## src/design/bhe_pkg.sv

```systemverilog
`default_nettype none

package bhe_pkg;

  localparam int CAPACITY_DEF  = 64;
  localparam int KEY_WIDTH_DEF = 32;

  // command codes on the input beat
  typedef enum logic [2:0] {
    CMD_PUSH   = 3'd0,
    CMD_POP    = 3'd1,
    CMD_APPEND = 3'd2,
    CMD_BUILD  = 3'd3,
    CMD_SORT   = 3'd4,
    CMD_CHECK  = 3'd5,
    CMD_READ   = 3'd6
  } cmd_t;

  // result status codes
  localparam logic [1:0] ST_OK    = 2'd0;
  localparam logic [1:0] ST_FULL  = 2'd1;
  localparam logic [1:0] ST_EMPTY = 2'd2;
  localparam logic [1:0] ST_RANGE = 2'd3;

  // configuration register indexes
  localparam logic REG_MIN_ORDER   = 1'b0;
  localparam logic REG_SIGNED_KEYS = 1'b1;

  // one datapath operation per cycle, issued by the controller
  typedef enum logic [4:0] {
    UOP_NONE,
    UOP_ACCEPT,
    UOP_SET_FULL,
    UOP_SET_EMPTY,
    UOP_SET_RANGE,
    UOP_APPEND,
    UOP_PUSH_INIT,
    UOP_PUT,
    UOP_LIFT_RD,
    UOP_LIFT_MOVE,
    UOP_RD_ROOT,
    UOP_POP_ROOT,
    UOP_POP_LAST,
    UOP_SINK_RDL,
    UOP_SINK_RDR,
    UOP_SINK_LEFT,
    UOP_SINK_SEL,
    UOP_SINK_MOVE,
    UOP_BUILD_INIT,
    UOP_BUILD_RD,
    UOP_TAKE_CUR,
    UOP_SORT_INIT,
    UOP_SORT_A,
    UOP_SORT_B,
    UOP_CHK_INIT,
    UOP_CHK_RDP,
    UOP_CHK_RDC,
    UOP_CHK_HIT,
    UOP_CHK_NEXT,
    UOP_RD_IDX,
    UOP_READ_TAKE,
    UOP_PUBLISH
  } uop_t;

  // datapath flags seen by the controller
  typedef struct packed {
    logic full;
    logic count_zero;
    logic last_one;
    logic idx_bad;
    logic pos_zero;
    logic left_out;
    logic right_in;
    logic lift_go;
    logic sink_go;
    logic iter_zero;
    logic iter_le1;
    logic chk_done;
    logic chk_hit;
  } dp_status_t;

endpackage

`default_nettype wire

```

## src/design/bhe_datapath.sv

```systemverilog
`default_nettype none

module bhe_datapath #(
  parameter int CAPACITY  = bhe_pkg::CAPACITY_DEF,
  parameter int KEY_WIDTH = bhe_pkg::KEY_WIDTH_DEF
) (
  input  wire logic               clk,
  input  wire logic               rst,
  input  wire bhe_pkg::uop_t      uop,
  output bhe_pkg::dp_status_t     st,
  input  wire logic [31:0]        key,
  input  wire logic [5:0]         index,
  input  wire logic               cfg_valid,
  output logic                    cfg_ready,
  input  wire logic               cfg_index,
  input  wire logic               cfg_data,
  output logic [31:0]             value,
  output logic [6:0]              order_break,
  output logic [6:0]              fill,
  output logic [1:0]              status
);

  localparam int AW = (CAPACITY > 1) ? $clog2(CAPACITY) : 1;
  localparam int CW = $clog2(CAPACITY + 1);
  localparam int LW = AW + 2;
  localparam int XW = (CW > 6) ? CW : 6;

  logic [KEY_WIDTH-1:0] mem [CAPACITY];
  logic [KEY_WIDTH-1:0] mem_q;

  logic                 min_order;
  logic                 signed_keys;
  logic [CW-1:0]        count;
  logic [AW-1:0]        pos;
  logic [CW-1:0]        len;
  logic [CW-1:0]        iter;
  logic [KEY_WIDTH-1:0] cur;
  logic [KEY_WIDTH-1:0] tmp;
  logic                 pick_r;
  logic [KEY_WIDTH-1:0] key_r;
  logic [5:0]           idx_r;
  logic [KEY_WIDTH-1:0] wval;
  logic [CW-1:0]        wbrk;
  logic [1:0]           wstat;

  logic                 rd_en;
  logic [AW-1:0]        rd_addr;
  logic                 wr_en;
  logic [AW-1:0]        wr_addr;
  logic [KEY_WIDTH-1:0] wr_data;

  logic [LW-1:0]        l_x;
  logic [LW-1:0]        r_x;
  logic [LW-1:0]        len_x;
  logic [AW-1:0]        pos_parent;
  logic [CW-1:0]        iter_m1;
  logic [CW-1:0]        iter_parent;
  logic [CW-1:0]        count_m1;
  logic [AW-1:0]        pick_addr;

  // true when a ranks strictly below b under the current ordering
  function automatic logic below(input logic [KEY_WIDTH-1:0] a,
                                 input logic [KEY_WIDTH-1:0] b,
                                 input logic                 mo,
                                 input logic                 sk);
    logic [KEY_WIDTH-1:0] flip;
    logic [KEY_WIDTH-1:0] ax;
    logic [KEY_WIDTH-1:0] bx;
    flip = sk ? (KEY_WIDTH'(1) << (KEY_WIDTH - 1)) : '0;
    ax   = a ^ flip;
    bx   = b ^ flip;
    return mo ? (ax > bx) : (ax < bx);
  endfunction

  assign l_x         = LW'({pos, 1'b1});
  assign r_x         = l_x + LW'(1);
  assign len_x       = LW'(len);
  assign pos_parent  = (pos - AW'(1)) >> 1;
  assign iter_m1     = iter - CW'(1);
  assign iter_parent = iter_m1 >> 1;
  assign count_m1    = count - CW'(1);
  assign pick_addr   = pick_r ? r_x[AW-1:0] : l_x[AW-1:0];

  assign st.full       = (count == CW'(CAPACITY));
  assign st.count_zero = (count == '0);
  assign st.last_one   = (count == CW'(1));
  assign st.idx_bad    = (XW'(idx_r) >= XW'(count));
  assign st.pos_zero   = (pos == '0);
  assign st.left_out   = (l_x >= len_x);
  assign st.right_in   = (r_x < len_x);
  assign st.lift_go    = below(mem_q, cur, min_order, signed_keys);
  assign st.sink_go    = below(cur, tmp, min_order, signed_keys);
  assign st.iter_zero  = (iter == '0);
  assign st.iter_le1   = (iter <= CW'(1));
  assign st.chk_done   = (iter >= count);
  assign st.chk_hit    = below(tmp, mem_q, min_order, signed_keys);

  assign cfg_ready = 1'b1;

  // memory port selection
  always_comb begin
    rd_en   = 1'b0;
    rd_addr = '0;
    wr_en   = 1'b0;
    wr_addr = pos;
    wr_data = cur;
    case (uop)
      bhe_pkg::UOP_APPEND: begin
        wr_en   = 1'b1;
        wr_addr = count[AW-1:0];
        wr_data = key_r;
      end
      bhe_pkg::UOP_PUT: begin
        wr_en = 1'b1;
      end
      bhe_pkg::UOP_LIFT_RD: begin
        rd_en   = 1'b1;
        rd_addr = pos_parent;
      end
      bhe_pkg::UOP_LIFT_MOVE: begin
        wr_en   = 1'b1;
        wr_data = mem_q;
      end
      bhe_pkg::UOP_RD_ROOT: begin
        rd_en = 1'b1;
      end
      bhe_pkg::UOP_POP_ROOT: begin
        rd_en   = 1'b1;
        rd_addr = count_m1[AW-1:0];
      end
      bhe_pkg::UOP_SINK_RDL: begin
        rd_en   = 1'b1;
        rd_addr = l_x[AW-1:0];
      end
      bhe_pkg::UOP_SINK_RDR: begin
        rd_en   = 1'b1;
        rd_addr = r_x[AW-1:0];
      end
      bhe_pkg::UOP_SINK_MOVE: begin
        wr_en   = 1'b1;
        wr_data = tmp;
      end
      bhe_pkg::UOP_BUILD_RD,
      bhe_pkg::UOP_SORT_A: begin
        rd_en   = 1'b1;
        rd_addr = iter_m1[AW-1:0];
      end
      bhe_pkg::UOP_SORT_B: begin
        wr_en   = 1'b1;
        wr_addr = iter_m1[AW-1:0];
        wr_data = tmp;
      end
      bhe_pkg::UOP_CHK_RDP: begin
        rd_en   = 1'b1;
        rd_addr = iter_parent[AW-1:0];
      end
      bhe_pkg::UOP_CHK_RDC: begin
        rd_en   = 1'b1;
        rd_addr = iter[AW-1:0];
      end
      bhe_pkg::UOP_RD_IDX: begin
        rd_en   = 1'b1;
        rd_addr = AW'(idx_r);
      end
      default: begin
        rd_en = 1'b0;
      end
    endcase
  end

  always_ff @(posedge clk) begin
    if (rd_en) begin
      mem_q <= mem[rd_addr];
    end
    if (wr_en) begin
      mem[wr_addr] <= wr_data;
    end
  end

  always_ff @(posedge clk) begin
    if (rst) begin
      min_order   <= 1'b0;
      signed_keys <= 1'b0;
    end else if (cfg_valid && cfg_ready) begin
      case (cfg_index)
        bhe_pkg::REG_MIN_ORDER:   min_order   <= cfg_data;
        bhe_pkg::REG_SIGNED_KEYS: signed_keys <= cfg_data;
        default: min_order <= min_order;
      endcase
    end
  end

  always_ff @(posedge clk) begin
    if (rst) begin
      count <= '0;
    end else begin
      case (uop)
        bhe_pkg::UOP_APPEND,
        bhe_pkg::UOP_PUSH_INIT: count <= count + CW'(1);
        bhe_pkg::UOP_POP_ROOT:  count <= count - CW'(1);
        default:                count <= count;
      endcase
    end
  end

  // working registers, no reset needed
  always_ff @(posedge clk) begin
    case (uop)
      bhe_pkg::UOP_ACCEPT: begin
        key_r <= KEY_WIDTH'(key);
        idx_r <= index;
        wval  <= '0;
        wbrk  <= '0;
        wstat <= bhe_pkg::ST_OK;
      end
      bhe_pkg::UOP_SET_FULL:  wstat <= bhe_pkg::ST_FULL;
      bhe_pkg::UOP_SET_EMPTY: wstat <= bhe_pkg::ST_EMPTY;
      bhe_pkg::UOP_SET_RANGE: wstat <= bhe_pkg::ST_RANGE;
      bhe_pkg::UOP_PUSH_INIT: begin
        pos <= count[AW-1:0];
        cur <= key_r;
      end
      bhe_pkg::UOP_LIFT_MOVE: pos <= pos_parent;
      bhe_pkg::UOP_POP_ROOT:  wval <= mem_q;
      bhe_pkg::UOP_POP_LAST: begin
        cur <= mem_q;
        pos <= '0;
        len <= count;
      end
      bhe_pkg::UOP_SINK_RDR,
      bhe_pkg::UOP_SINK_LEFT: begin
        tmp    <= mem_q;
        pick_r <= 1'b0;
      end
      bhe_pkg::UOP_SINK_SEL: begin
        // right child wins only when the left ranks strictly below it
        if (below(tmp, mem_q, min_order, signed_keys)) begin
          tmp    <= mem_q;
          pick_r <= 1'b1;
        end
      end
      bhe_pkg::UOP_SINK_MOVE: pos <= pick_addr;
      bhe_pkg::UOP_BUILD_INIT: iter <= count >> 1;
      bhe_pkg::UOP_BUILD_RD: begin
        pos  <= iter_m1[AW-1:0];
        iter <= iter_m1;
        len  <= count;
      end
      bhe_pkg::UOP_TAKE_CUR: cur <= mem_q;
      bhe_pkg::UOP_SORT_INIT: iter <= count;
      bhe_pkg::UOP_SORT_A: tmp <= mem_q;
      bhe_pkg::UOP_SORT_B: begin
        cur  <= mem_q;
        pos  <= '0;
        len  <= iter_m1;
        iter <= iter_m1;
      end
      bhe_pkg::UOP_CHK_INIT: begin
        wbrk <= count;
        iter <= CW'(1);
      end
      bhe_pkg::UOP_CHK_RDC:   tmp  <= mem_q;
      bhe_pkg::UOP_CHK_HIT:   wbrk <= iter;
      bhe_pkg::UOP_CHK_NEXT:  iter <= iter + CW'(1);
      bhe_pkg::UOP_READ_TAKE: wval <= mem_q;
      bhe_pkg::UOP_PUBLISH: begin
        value       <= 32'(wval);
        order_break <= 7'(wbrk);
        fill        <= 7'(count);
        status      <= wstat;
      end
      default: begin
        tmp <= tmp;
      end
    endcase
  end

endmodule

`default_nettype wire

```

## src/design/bhe_ctrl.sv

```systemverilog
`default_nettype none

module bhe_ctrl (
  input  wire logic                clk,
  input  wire logic                rst,
  input  wire logic                in_valid,
  output logic                     in_ready,
  input  wire logic [2:0]          command,
  output logic                     out_valid,
  input  wire logic                out_ready,
  input  wire bhe_pkg::dp_status_t st,
  output bhe_pkg::uop_t            uop
);

  typedef enum logic [19:0] {
    S_IDLE       = 20'h00001,
    S_START      = 20'h00002,
    S_LIFT_R     = 20'h00004,
    S_LIFT_C     = 20'h00008,
    S_POP_ROOT   = 20'h00010,
    S_POP_LAST   = 20'h00020,
    S_SINK_L     = 20'h00040,
    S_SINK_GL    = 20'h00080,
    S_SINK_GR    = 20'h00100,
    S_SINK_C     = 20'h00200,
    S_BUILD_LOOP = 20'h00400,
    S_BUILD_GET  = 20'h00800,
    S_SORT_LOOP  = 20'h01000,
    S_SORT_A     = 20'h02000,
    S_SORT_B     = 20'h04000,
    S_CHK_LOOP   = 20'h08000,
    S_CHK_P      = 20'h10000,
    S_CHK_C      = 20'h20000,
    S_READ_GET   = 20'h40000,
    S_FIN        = 20'h80000
  } state_t;

  state_t        state;
  state_t        state_next;
  state_t        sink_ret;
  bhe_pkg::cmd_t op;

  assign in_ready = (state == S_IDLE);

  // where a finished sift-down goes back to
  always_comb begin
    case (op)
      bhe_pkg::CMD_BUILD: sink_ret = S_BUILD_LOOP;
      bhe_pkg::CMD_SORT:  sink_ret = S_SORT_LOOP;
      default:            sink_ret = S_FIN;
    endcase
  end

  always_comb begin
    state_next = state;
    uop        = bhe_pkg::UOP_NONE;
    case (state)
      S_IDLE: begin
        if (in_valid) begin
          uop        = bhe_pkg::UOP_ACCEPT;
          state_next = S_START;
        end
      end
      S_START: begin
        state_next = S_FIN;
        case (op)
          bhe_pkg::CMD_PUSH: begin
            if (st.full) begin
              uop = bhe_pkg::UOP_SET_FULL;
            end else begin
              uop        = bhe_pkg::UOP_PUSH_INIT;
              state_next = S_LIFT_R;
            end
          end
          bhe_pkg::CMD_APPEND: begin
            uop = st.full ? bhe_pkg::UOP_SET_FULL : bhe_pkg::UOP_APPEND;
          end
          bhe_pkg::CMD_POP: begin
            if (st.count_zero) begin
              uop = bhe_pkg::UOP_SET_EMPTY;
            end else begin
              uop        = bhe_pkg::UOP_RD_ROOT;
              state_next = S_POP_ROOT;
            end
          end
          bhe_pkg::CMD_BUILD: begin
            uop        = bhe_pkg::UOP_BUILD_INIT;
            state_next = S_BUILD_LOOP;
          end
          bhe_pkg::CMD_SORT: begin
            uop        = bhe_pkg::UOP_SORT_INIT;
            state_next = S_SORT_LOOP;
          end
          bhe_pkg::CMD_CHECK: begin
            uop        = bhe_pkg::UOP_CHK_INIT;
            state_next = S_CHK_LOOP;
          end
          bhe_pkg::CMD_READ: begin
            if (st.idx_bad) begin
              uop = bhe_pkg::UOP_SET_RANGE;
            end else begin
              uop        = bhe_pkg::UOP_RD_IDX;
              state_next = S_READ_GET;
            end
          end
          default: begin
            uop = bhe_pkg::UOP_NONE;
          end
        endcase
      end
      S_LIFT_R: begin
        if (st.pos_zero) begin
          uop        = bhe_pkg::UOP_PUT;
          state_next = S_FIN;
        end else begin
          uop        = bhe_pkg::UOP_LIFT_RD;
          state_next = S_LIFT_C;
        end
      end
      S_LIFT_C: begin
        if (st.lift_go) begin
          uop        = bhe_pkg::UOP_LIFT_MOVE;
          state_next = S_LIFT_R;
        end else begin
          uop        = bhe_pkg::UOP_PUT;
          state_next = S_FIN;
        end
      end
      S_POP_ROOT: begin
        uop        = bhe_pkg::UOP_POP_ROOT;
        state_next = st.last_one ? S_FIN : S_POP_LAST;
      end
      S_POP_LAST: begin
        uop        = bhe_pkg::UOP_POP_LAST;
        state_next = S_SINK_L;
      end
      S_SINK_L: begin
        if (st.left_out) begin
          uop        = bhe_pkg::UOP_PUT;
          state_next = sink_ret;
        end else begin
          uop        = bhe_pkg::UOP_SINK_RDL;
          state_next = S_SINK_GL;
        end
      end
      S_SINK_GL: begin
        if (st.right_in) begin
          uop        = bhe_pkg::UOP_SINK_RDR;
          state_next = S_SINK_GR;
        end else begin
          uop        = bhe_pkg::UOP_SINK_LEFT;
          state_next = S_SINK_C;
        end
      end
      S_SINK_GR: begin
        uop        = bhe_pkg::UOP_SINK_SEL;
        state_next = S_SINK_C;
      end
      S_SINK_C: begin
        if (st.sink_go) begin
          uop        = bhe_pkg::UOP_SINK_MOVE;
          state_next = S_SINK_L;
        end else begin
          uop        = bhe_pkg::UOP_PUT;
          state_next = sink_ret;
        end
      end
      S_BUILD_LOOP: begin
        if (st.iter_zero) begin
          state_next = S_FIN;
        end else begin
          uop        = bhe_pkg::UOP_BUILD_RD;
          state_next = S_BUILD_GET;
        end
      end
      S_BUILD_GET: begin
        uop        = bhe_pkg::UOP_TAKE_CUR;
        state_next = S_SINK_L;
      end
      S_SORT_LOOP: begin
        if (st.iter_le1) begin
          state_next = S_FIN;
        end else begin
          uop        = bhe_pkg::UOP_RD_ROOT;
          state_next = S_SORT_A;
        end
      end
      S_SORT_A: begin
        uop        = bhe_pkg::UOP_SORT_A;
        state_next = S_SORT_B;
      end
      S_SORT_B: begin
        uop        = bhe_pkg::UOP_SORT_B;
        state_next = S_SINK_L;
      end
      S_CHK_LOOP: begin
        if (st.chk_done) begin
          state_next = S_FIN;
        end else begin
          uop        = bhe_pkg::UOP_CHK_RDP;
          state_next = S_CHK_P;
        end
      end
      S_CHK_P: begin
        uop        = bhe_pkg::UOP_CHK_RDC;
        state_next = S_CHK_C;
      end
      S_CHK_C: begin
        if (st.chk_hit) begin
          uop        = bhe_pkg::UOP_CHK_HIT;
          state_next = S_FIN;
        end else begin
          uop        = bhe_pkg::UOP_CHK_NEXT;
          state_next = S_CHK_LOOP;
        end
      end
      S_READ_GET: begin
        uop        = bhe_pkg::UOP_READ_TAKE;
        state_next = S_FIN;
      end
      S_FIN: begin
        if (!out_valid || out_ready) begin
          uop        = bhe_pkg::UOP_PUBLISH;
          state_next = S_IDLE;
        end
      end
      default: begin
        state_next = S_IDLE;
      end
    endcase
  end

  always_ff @(posedge clk) begin
    if (rst) begin
      state     <= S_IDLE;
      op        <= bhe_pkg::CMD_PUSH;
      out_valid <= 1'b0;
    end else begin
      state <= state_next;
      if (uop == bhe_pkg::UOP_ACCEPT) begin
        op <= bhe_pkg::cmd_t'(command);
      end
      if (uop == bhe_pkg::UOP_PUBLISH) begin
        out_valid <= 1'b1;
      end else if (out_ready) begin
        out_valid <= 1'b0;
      end
    end
  end

endmodule

`default_nettype wire

```

## src/design/binary_heap_engine_top.sv

```systemverilog
`default_nettype none

// Binary heap priority queue over one single-port-write, registered-read key
// memory, run by a sequencer that does at most one memory access per cycle.
// One command is in flight at a time; in_ready is high only between commands,
// while the previous result may still sit in the output register. Push lifts
// the new key one level at a time; pop takes the root, moves the last key to
// the root and sinks it one level at a time, unless it took the last key.
// Check inspects one index at a time. Build and sort run one sift-down per
// parent or per sorted key. Ordering (max or min, signed or unsigned keys) is
// to be set over the configuration port while the block is idle; the block
// itself does not enforce this.
module binary_heap_engine_top #(
  parameter int CAPACITY  = bhe_pkg::CAPACITY_DEF,
  parameter int KEY_WIDTH = bhe_pkg::KEY_WIDTH_DEF
) (
  input  wire logic        clk,
  input  wire logic        rst,
  input  wire logic        in_valid,
  output logic             in_ready,
  input  wire logic [2:0]  command,
  input  wire logic [31:0] key,
  input  wire logic [5:0]  index,
  output logic             out_valid,
  input  wire logic        out_ready,
  output logic [31:0]      value,
  output logic [6:0]       order_break,
  output logic [6:0]       fill,
  output logic [1:0]       status,
  input  wire logic        cfg_valid,
  output logic             cfg_ready,
  input  wire logic        cfg_index,
  input  wire logic        cfg_data
);

  bhe_pkg::uop_t       uop;
  bhe_pkg::dp_status_t st;

  bhe_ctrl u_ctrl (
    .clk       (clk),
    .rst       (rst),
    .in_valid  (in_valid),
    .in_ready  (in_ready),
    .command   (command),
    .out_valid (out_valid),
    .out_ready (out_ready),
    .st        (st),
    .uop       (uop)
  );

  bhe_datapath #(
    .CAPACITY  (CAPACITY),
    .KEY_WIDTH (KEY_WIDTH)
  ) u_datapath (
    .clk         (clk),
    .rst         (rst),
    .uop         (uop),
    .st          (st),
    .key         (key),
    .index       (index),
    .cfg_valid   (cfg_valid),
    .cfg_ready   (cfg_ready),
    .cfg_index   (cfg_index),
    .cfg_data    (cfg_data),
    .value       (value),
    .order_break (order_break),
    .fill        (fill),
    .status      (status)
  );

  // a taken command leaves the engine busy in the next cycle
  a_busy_after_accept: assert property (@(posedge clk) disable iff (rst)
    in_valid && in_ready |=> !in_ready)
    else $error("engine ready right after taking a command");

  a_full_fill: assert property (@(posedge clk) disable iff (rst)
    out_valid && status == bhe_pkg::ST_FULL |-> fill == 7'(CAPACITY))
    else $error("full status with room left");

  a_empty_pop: assert property (@(posedge clk) disable iff (rst)
    out_valid && status == bhe_pkg::ST_EMPTY |-> fill == 7'd0 && value == 32'd0)
    else $error("empty status with keys stored");

  a_fault_no_break: assert property (@(posedge clk) disable iff (rst)
    out_valid && status != bhe_pkg::ST_OK |-> order_break == 7'd0)
    else $error("order break reported on a failed command");

endmodule

`default_nettype wire
```

## config.mk

```make
export PLATFORM = sky130hd
export DESIGN_NAME = binary_heap_engine_top
export DESIGN_NICKNAME = d
export VERILOG_FILES = /design/src/design/bhe_pkg.sv /design/src/design/bhe_datapath.sv /design/src/design/bhe_ctrl.sv /design/src/design/binary_heap_engine_top.sv
export SDC_FILE = /design/constraint.sdc
export NUM_CORES = 2
export LEC_CHECK = 0
export BUFFER_PORTS_ARGS = -buffer_cell sky130_fd_sc_hd__buf_2
export CORE_AREA = 2 2 510 512
export CTS_BUF_LIST = sky130_fd_sc_hd__clkbuf_16
export CTS_CLUSTER_DIAMETER = 30
export DETAILED_ROUTE_END_ITERATION = 8
export DIE_AREA = 0 0 512 514
export GPL_ROUTABILITY_DRIVEN = 1
export PLACE_DENSITY = 0.49
export SLEW_MARGIN = 20
export SYNTH_ARGS = -nofsm -noshare
export SYNTH_HDL_FRONTEND = slang
export SYNTH_SLANG_ARGS = --single-unit
```

## constraint.sdc

```tcl
create_clock -name clk -period 13.3 [get_ports clk]
set_input_delay 0.665 -clock clk [delete_from_list [all_inputs] [get_ports clk]]
set_output_delay 0.665 -clock clk [all_outputs]
set_load 0.02 [all_outputs]
```

# After elaboration in Yosys (flattened, before gate mapping)
# Memory sizes are Yosys's and may differ from the RTL's. A register that Yosys moved wholly into a read port is not among the register bits.
# Cells that the tools add are included.
[totals] ram_bits=2048 ff_bits=245 input_bits=48 out_inout_bits=51 memories=1 wordCells=201
[mem_list] memory="u_datapath.mem" depth=64 word_bits=32 read_ports=1 rd_ports_with_merged_regs=1 wr=1 line="bhe_datapath.sv:28" source="logic [KEY_WIDTH-1:0] mem [CAPACITY];"
[op_classes] addsub=6 n_mux=61 order_cmp=11 reduce_logical=35 eq_ne=62 bitwise_logic=4
[ops] cell="20-bit one-hot mux with 18 select lines" n=1
[ops] cell="20-bit two-way mux" n=14
[ops] cell="32-bit one-hot mux with 2 select lines" n=3
[ops] cell="20-bit one-hot mux with 6 select lines" n=1
[ops] cell="5-bit one-hot mux with 20 select lines" n=1
[ops] cell="32-bit > comparator" n=3
[ops] cell="32-bit less-than comparator" n=3
[ops] cell="32-bit one-hot mux with 3 select lines" n=1
[ops] cell="32-bit bitwise XOR" n=3
[ops] cell="5-bit equality test (second input constant)" n=16
[ops] cell="32-bit two-way mux" n=2
[ops] cell="6-bit one-hot mux with 8 select lines" n=1
[ops] cell="5-bit by 4-bit equality test with 1-bit output (second input constant)" n=8
[ops] cell="20-bit one-hot mux with 2 select lines" n=1
[ops] cell="5-bit one-hot mux with 7 select lines" n=1
[ops] cell="7-bit one-hot mux with 5 select lines" n=1
[ops] cell="6-bit one-hot mux with 5 select lines" n=1
[ops] cell="7-bit one-hot mux with 2 select lines" n=2
[ops] cell="5-bit two-way mux" n=5
[ops] cell="7-bit one-hot mux with 3 select lines" n=1
[ops] cell="20-bit by 1-bit equality test with 1-bit output (second input constant)" n=1
[ops] cell="20-bit by 10-bit equality test with 1-bit output (second input constant)" n=1
[ops] cell="20-bit by 11-bit equality test with 1-bit output (second input constant)" n=1
[ops] cell="20-bit by 12-bit equality test with 1-bit output (second input constant)" n=1
[ops] cell="58 further kinds" n=106

# Longest topological paths before layout
[logic_depth] ltp_word=11 ltp_mapped=24

# Hierarchy
# Synthesis repeated with hierarchy kept, for this count alone.
[hier_totals] cells_unflattened=6800 area_unflattened_um2=95442.8
[modules_own_cells] module="bhe_datapath" n_inst=1 cells_each=6559 area_each_um2=93571.0
[modules_own_cells] module="bhe_ctrl" n_inst=1 cells_each=241 area_each_um2=1871.8

# Worst setup path after synthesis
# No wires, ideal clock.
[synth_timing] kind="reg2reg" start="register u_ctrl.state[1]" end="memory u_datapath.mem[0][0] (netlist bit) (data pin)" arrival_ns=10.027 slack_ns=2.725 period_less_slack_ns=10.575 path_stages_with_launch=14 cell_sequence="dfxtp_1 > nor4_2 > nand3_1 > nor4b_1 > nor4_1 > nand4_1 > nor3_2 > nor3_1 > clkbuf_1 > nor3_1 > nand2_1 > clkbuf_1 > nor2_1 > a21oi_1"
[synth_via] elab_chain_cells=5 word_cells_on_any_way=27 cone_classes="eq/ne (24); mux (2); reduce/logical (1)"
[synth_rtl] element="start: declaration" line="bhe_ctrl.sv:38" source="state_t state;"
[synth_rtl] element="start signal: assignment" line="bhe_ctrl.sv:239" source="state <= state_next;"
[synth_rtl] element="20-bit equality test, or another cell as far along" line="bhe_ctrl.sv:57" source="case (state)"
[synth_rtl] element="5-bit one-hot mux with 20 select lines (*)" line="bhe_ctrl.sv:57"
[synth_rtl] element="5-bit equality test" line="bhe_datapath.sv:107" source="case (uop)"
[synth_rtl] element="2-bit OR reduction (no source line)"
[synth_rtl] element="32-bit one-hot mux with 3 select lines (*)" line="bhe_datapath.sv:107"
[synth_rtl] element="via u_datapath.wr_data[0]" line="bhe_datapath.sv:50" source="logic [KEY_WIDTH-1:0] wr_data;"
[synth_rtl] element="end: declaration" line="bhe_datapath.sv:28"
# The timed path passes the listed nets; every way through them passes the cells marked *.

# Final worst setup path
[layout_timing] start="register u_datapath.mem_q[11], read port of u_datapath.mem" end="register u_datapath.mem_q[31], read port of u_datapath.mem (data pin)"
[layout_via] elab_chain_cells=8 word_cells_on_any_way=24 cone_classes="order compare (4); eq/ne (10); mux (7); bitwise (1); reduce/logical (2)"
[layout_rtl] element="start: declaration" line="bhe_datapath.sv:29" source="logic [KEY_WIDTH-1:0] mem_q;"
[layout_rtl] element="32-bit bitwise XOR (*)" line="bhe_datapath.sv:70, bhe_datapath.sv:71"
[layout_rtl] element="32-bit less-than comparator or 32-bit > comparator (tied branches)" line="bhe_datapath.sv:72" source="return mo ? (ax > bx) : (ax < bx);"
[layout_rtl] element="1-bit two-way mux" line="bhe_datapath.sv:72"
[layout_rtl] element="3-bit two-way mux or 4-bit two-way mux (tied branches)" line="bhe_ctrl.sv:209, bhe_ctrl.sv:121"
[layout_rtl] element="5-bit one-hot mux with 20 select lines (*)" line="bhe_ctrl.sv:57"
[layout_rtl] element="5-bit equality test or 5-bit by 4-bit equality test with 1-bit output (tied branches)" line="bhe_datapath.sv:107"
[layout_rtl] element="2-bit OR reduction or 10-bit OR reduction (tied branches)"
[layout_rtl] element="6-bit one-hot mux with 8 select lines or 1-bit two-way mux (tied branches)" line="bhe_datapath.sv:107"
# Every way passes the cells marked *; elsewhere a longest branch is shown, timed or not.
# A chain may end at the register's enable or synchronous reset.

==> run metrics <==
Crit Path Category=flip-flop to flip-flop; worst slack, placed=4.71 ns; Area growth syn-to-layout=23.5%; critical path startpoint=u_datapath.mem_q[11]$_DFFE_PP_; Crit path arrival time=9.61 ns; Post-synth EDFFs=around 2300; core footprint=around 260000 sq um; final slew viol count=0; syn_nets=approximately 7600; Final HPWL DP=206000 microns; post-cts resize count=0; Synth Instances=7467; WL final=367000 microns; Overflow after GRT=0; Clock Skew=0.0521 ns; total CTS buffers=489; CP Launch Type=flip-flop; reg2reg start=u_datapath.mem_q[11]$_DFFE_PP_; FP Rows=187; crit path to=u_datapath.mem_q[31]$_DFFE_PP_; FF-to-FF path depth=20; Die Y=514 microns; dominant synthesized flop cell=edfxtp_1; setup violators final=0; worst slew pin tran=1.32 ns; antenna violations before repair=29; commonest cells after routing, fill and taps aside=edfxtp_1 (2292), nand2_1 (1704), nand3_1 (523); Storage cell area=just under 70000 sq um; fin nets=8075; Req. time, crit path=14.04 ns; Clock Root Buffer=clkbuf_16; Total GRT Usage=27.3%; wire per inst=between 30 and 40 microns; die width=512 microns; Net Sw Power=4.10 mW; Ys Warns=0; # DRC=0; setup TNS=0 ns; drt via density=between 5 and 6; ys async rst share=0%; min-delay worst type=input pin to flip-flop; IO buf count=97; status=finished clean; Synth top area share=70.7%; first-pass GRT wire length=512000 microns; Mean Syn Cell Area=between 10 and 15 sq um; Unique masters post-synth=112; GPL Wtd Cong=0.936; post-synthesis register bit count=2325; area of the multi-input gates=26600 sq um; share of layout cells above drive strength 1=between 10% and 20%; met2 global-route usage=42.0%; commonest non-fill, non-tap cell in the layout=edfxtp_1; R2R setup slack=4.43 ns; Seq/Total Area, Yosys=71.4%; Synth area leader=edfxtp_1; IO Pins=between 90 and 100; pwr dens=roughly 170 nW/um^2; largest net degree at the start of global routing=108; vias post-DR=68200; DRT iter0 DRCs=8842; RSZ-0062 raised after global routing=false; f_max=0.113 GHz; CTS tree=built; Crit. End Element=flip-flop; fillers=22800; final worst-path cycle share=66.7%; Logic pwr share=less than 1%; antenna-violating nets left=0; Starting Density=37.7%; VDD IR-drop max=just over 100 uV; P_int=between 15 and 20 mW; Max Cap Viol=0; Final min period=8.87 ns; Fin. Hold Viols=0; met3 Usage GRT=~4.8%; clk buf depth=4; RR Endpoint=u_datapath.mem_q[31]$_DFFE_PP_; Slew headroom=roughly 11%; setup ws final=4.43 ns; part of the power in the clock network=59.6%; die area=263000 sq um; Clk Latency, worst-skew pair=0.94 ns; critical path peak fanout=68; sequential fraction of design power=~40%; DR pass1 iterations=7; GRT busiest layer=met2; Worst-path clk slew=0.05 ns; CTS Sinks=2325; static leakage=42.9 nW; most area-consuming cells after synthesis=edfxtp_1 (71%), nand2_1 (6.6%), nand3_1 (2.7%); vias in the first global route=65000; Switching Share=20.4%; htree depth=5; met1 GRT Util=38.4%; Synth Cell Area=97400 sq um
cell type report:
| cell class | instances | area share (%) |
|---|---|---|
| Antenna cell | 38 | 0.0791 |
| Clock inverter | 406 | 3.22 |
| Tap cell | 3402 | 3.54 |
| Inverter | 131 | 0.409 |
| Timing Repair Buffer | 383 | 2.45 |
| Multi-Input combinational cell | 4570 | 22.1 |
| Sequential cell | 2325 | 57.8 |
| Clock buffer | 499 | 10.4 |
synth_stat cells, drive strengths merged (43+ instances only):
library cell     n
edfxtp        2292
nand2         1706
nand3          523
a21oi          314
nor2           303
buf            242
and3           207
clkbuf         199
o21ai          170
a31oi          151
inv            130
ha             127
mux2i          127
nor3            96
a211oi          83
o22ai           75
nand4           52
nor4            43
repair_timing:
item / CTS / global route
endpoints found under the hold margin: 43 / 0
hold buffers: 42 / 0
setup buffers: 0 / 0
stage by stage:
stage | power, mW | area [sq um] | cells | util (%) | hold WS [ns]
after floorplan | 8.19 | 97400 | 7467 | - | 0.400
after global placement | 8.25 | 103000 | 10800 | 40.0 | 0.402
after CTS | 20.2 | 120000 | 11700 | 46.5 | 0.00964
after global routing | 20.6 | 120000 | 11700 | 46.6 | 0.0597
final | 20.1 | 120000 | 11800 | 46.6 | 0.0615
after detailed placement | 8.25 | 103000 | 10800 | 40.0 | 0.405
worst max-delay path: stages (launching register included):
cell	delay [ns]
edfxtp_1	0.84
inv_1	0.18
ha_1	0.37
nand4_1	0.15
nor4_1	0.53
o21ai_0	0.16
a31oi_1	0.71
nor2_1	0.26
o221ai_1	0.25
buf_4	0.26
a211o_1	0.45
nor3_2	0.23
a221o_4	0.66
buf_12	0.29
buf_4	0.39
nand4_2	0.13
buf_4	0.48
a21oi_1	0.10
nor4_1	0.87
nand3_1	0.69
nor4b_2	0.44
sequential cells by signal, indices dropped and copies added, names as in the netlist, 6 cells and up:
register	flops
u_datapath.cur	32
u_datapath.mem	2048
u_ctrl.state	20
u_datapath.wval	32
u_datapath.count	7
u_datapath.len	7
u_datapath.iter	7
u_datapath.wbrk	7
u_datapath.idx_r	6
u_datapath.mem_q	32
u_datapath.pos	6
u_datapath.order_break	7
u_datapath.key_r	32
u_datapath.tmp	32
u_datapath.value	32
u_datapath.fill	7
cell families (layout without fill, tap and decap cells):
family | count (synthesis) | count (layout) | share of synthesized area (%)
fa+ha+maj | 129 | 129 | 1.65
mux | 167 | 167 | 2.07
xor+xnor | 34 | 34 | 0.306
flops | 2325 | 2325 | 71.4
buf+inv | 572 | 1419 | 2.53
compound gates | 1121 | 1121 | 7.67
simple gates | 3118 | 3118 | 14.4
other cells | 1 | 39 | 0.00385
power groups by stage:
stage	clock (mW)	sequential, mW	combinational (mW)
after floorplan	0	8.14	0.0521
after global placement	0	8.15	0.0978
after detailed placement	0	8.15	0.0996
after CTS	12.1	8.02	0.110
after global routing	12.4	8.01	0.119
final	12.0	8.02	0.110
worst min-delay path by stage:
stage | start | endpoint | slack [ns] | depth (start not counted)
after floorplan | u_datapath.wbrk[0]$_DFFE_PP_ | u_datapath.order_break[0]$_DFFE_PP_ | 0.40 | 0
after global placement | u_datapath.wbrk[3]$_DFFE_PP_ | u_datapath.order_break[3]$_DFFE_PP_ | 0.40 | 0
after detailed placement | u_datapath.wbrk[5]$_DFFE_PP_ | u_datapath.order_break[5]$_DFFE_PP_ | 0.40 | 0
after CTS | cfg_index | u_datapath.signed_keys$_SDFFE_PP0P_ | 0.01 | 3
after global routing | cfg_index | u_datapath.signed_keys$_SDFFE_PP0P_ | 0.06 | 3
final | cfg_index | u_datapath.signed_keys$_SDFFE_PP0P_ | 0.06 | 3
metal layers:
layer	share of wire, %	vias up	routed length, microns
met5	0.0063	-	23
met2	45	3486	165000
met3	8.8	583	32200
li1	-	29000	-
met1	42	35100	156000
met4	3.8	4	14000
Power figures use the tool's default switching activity.
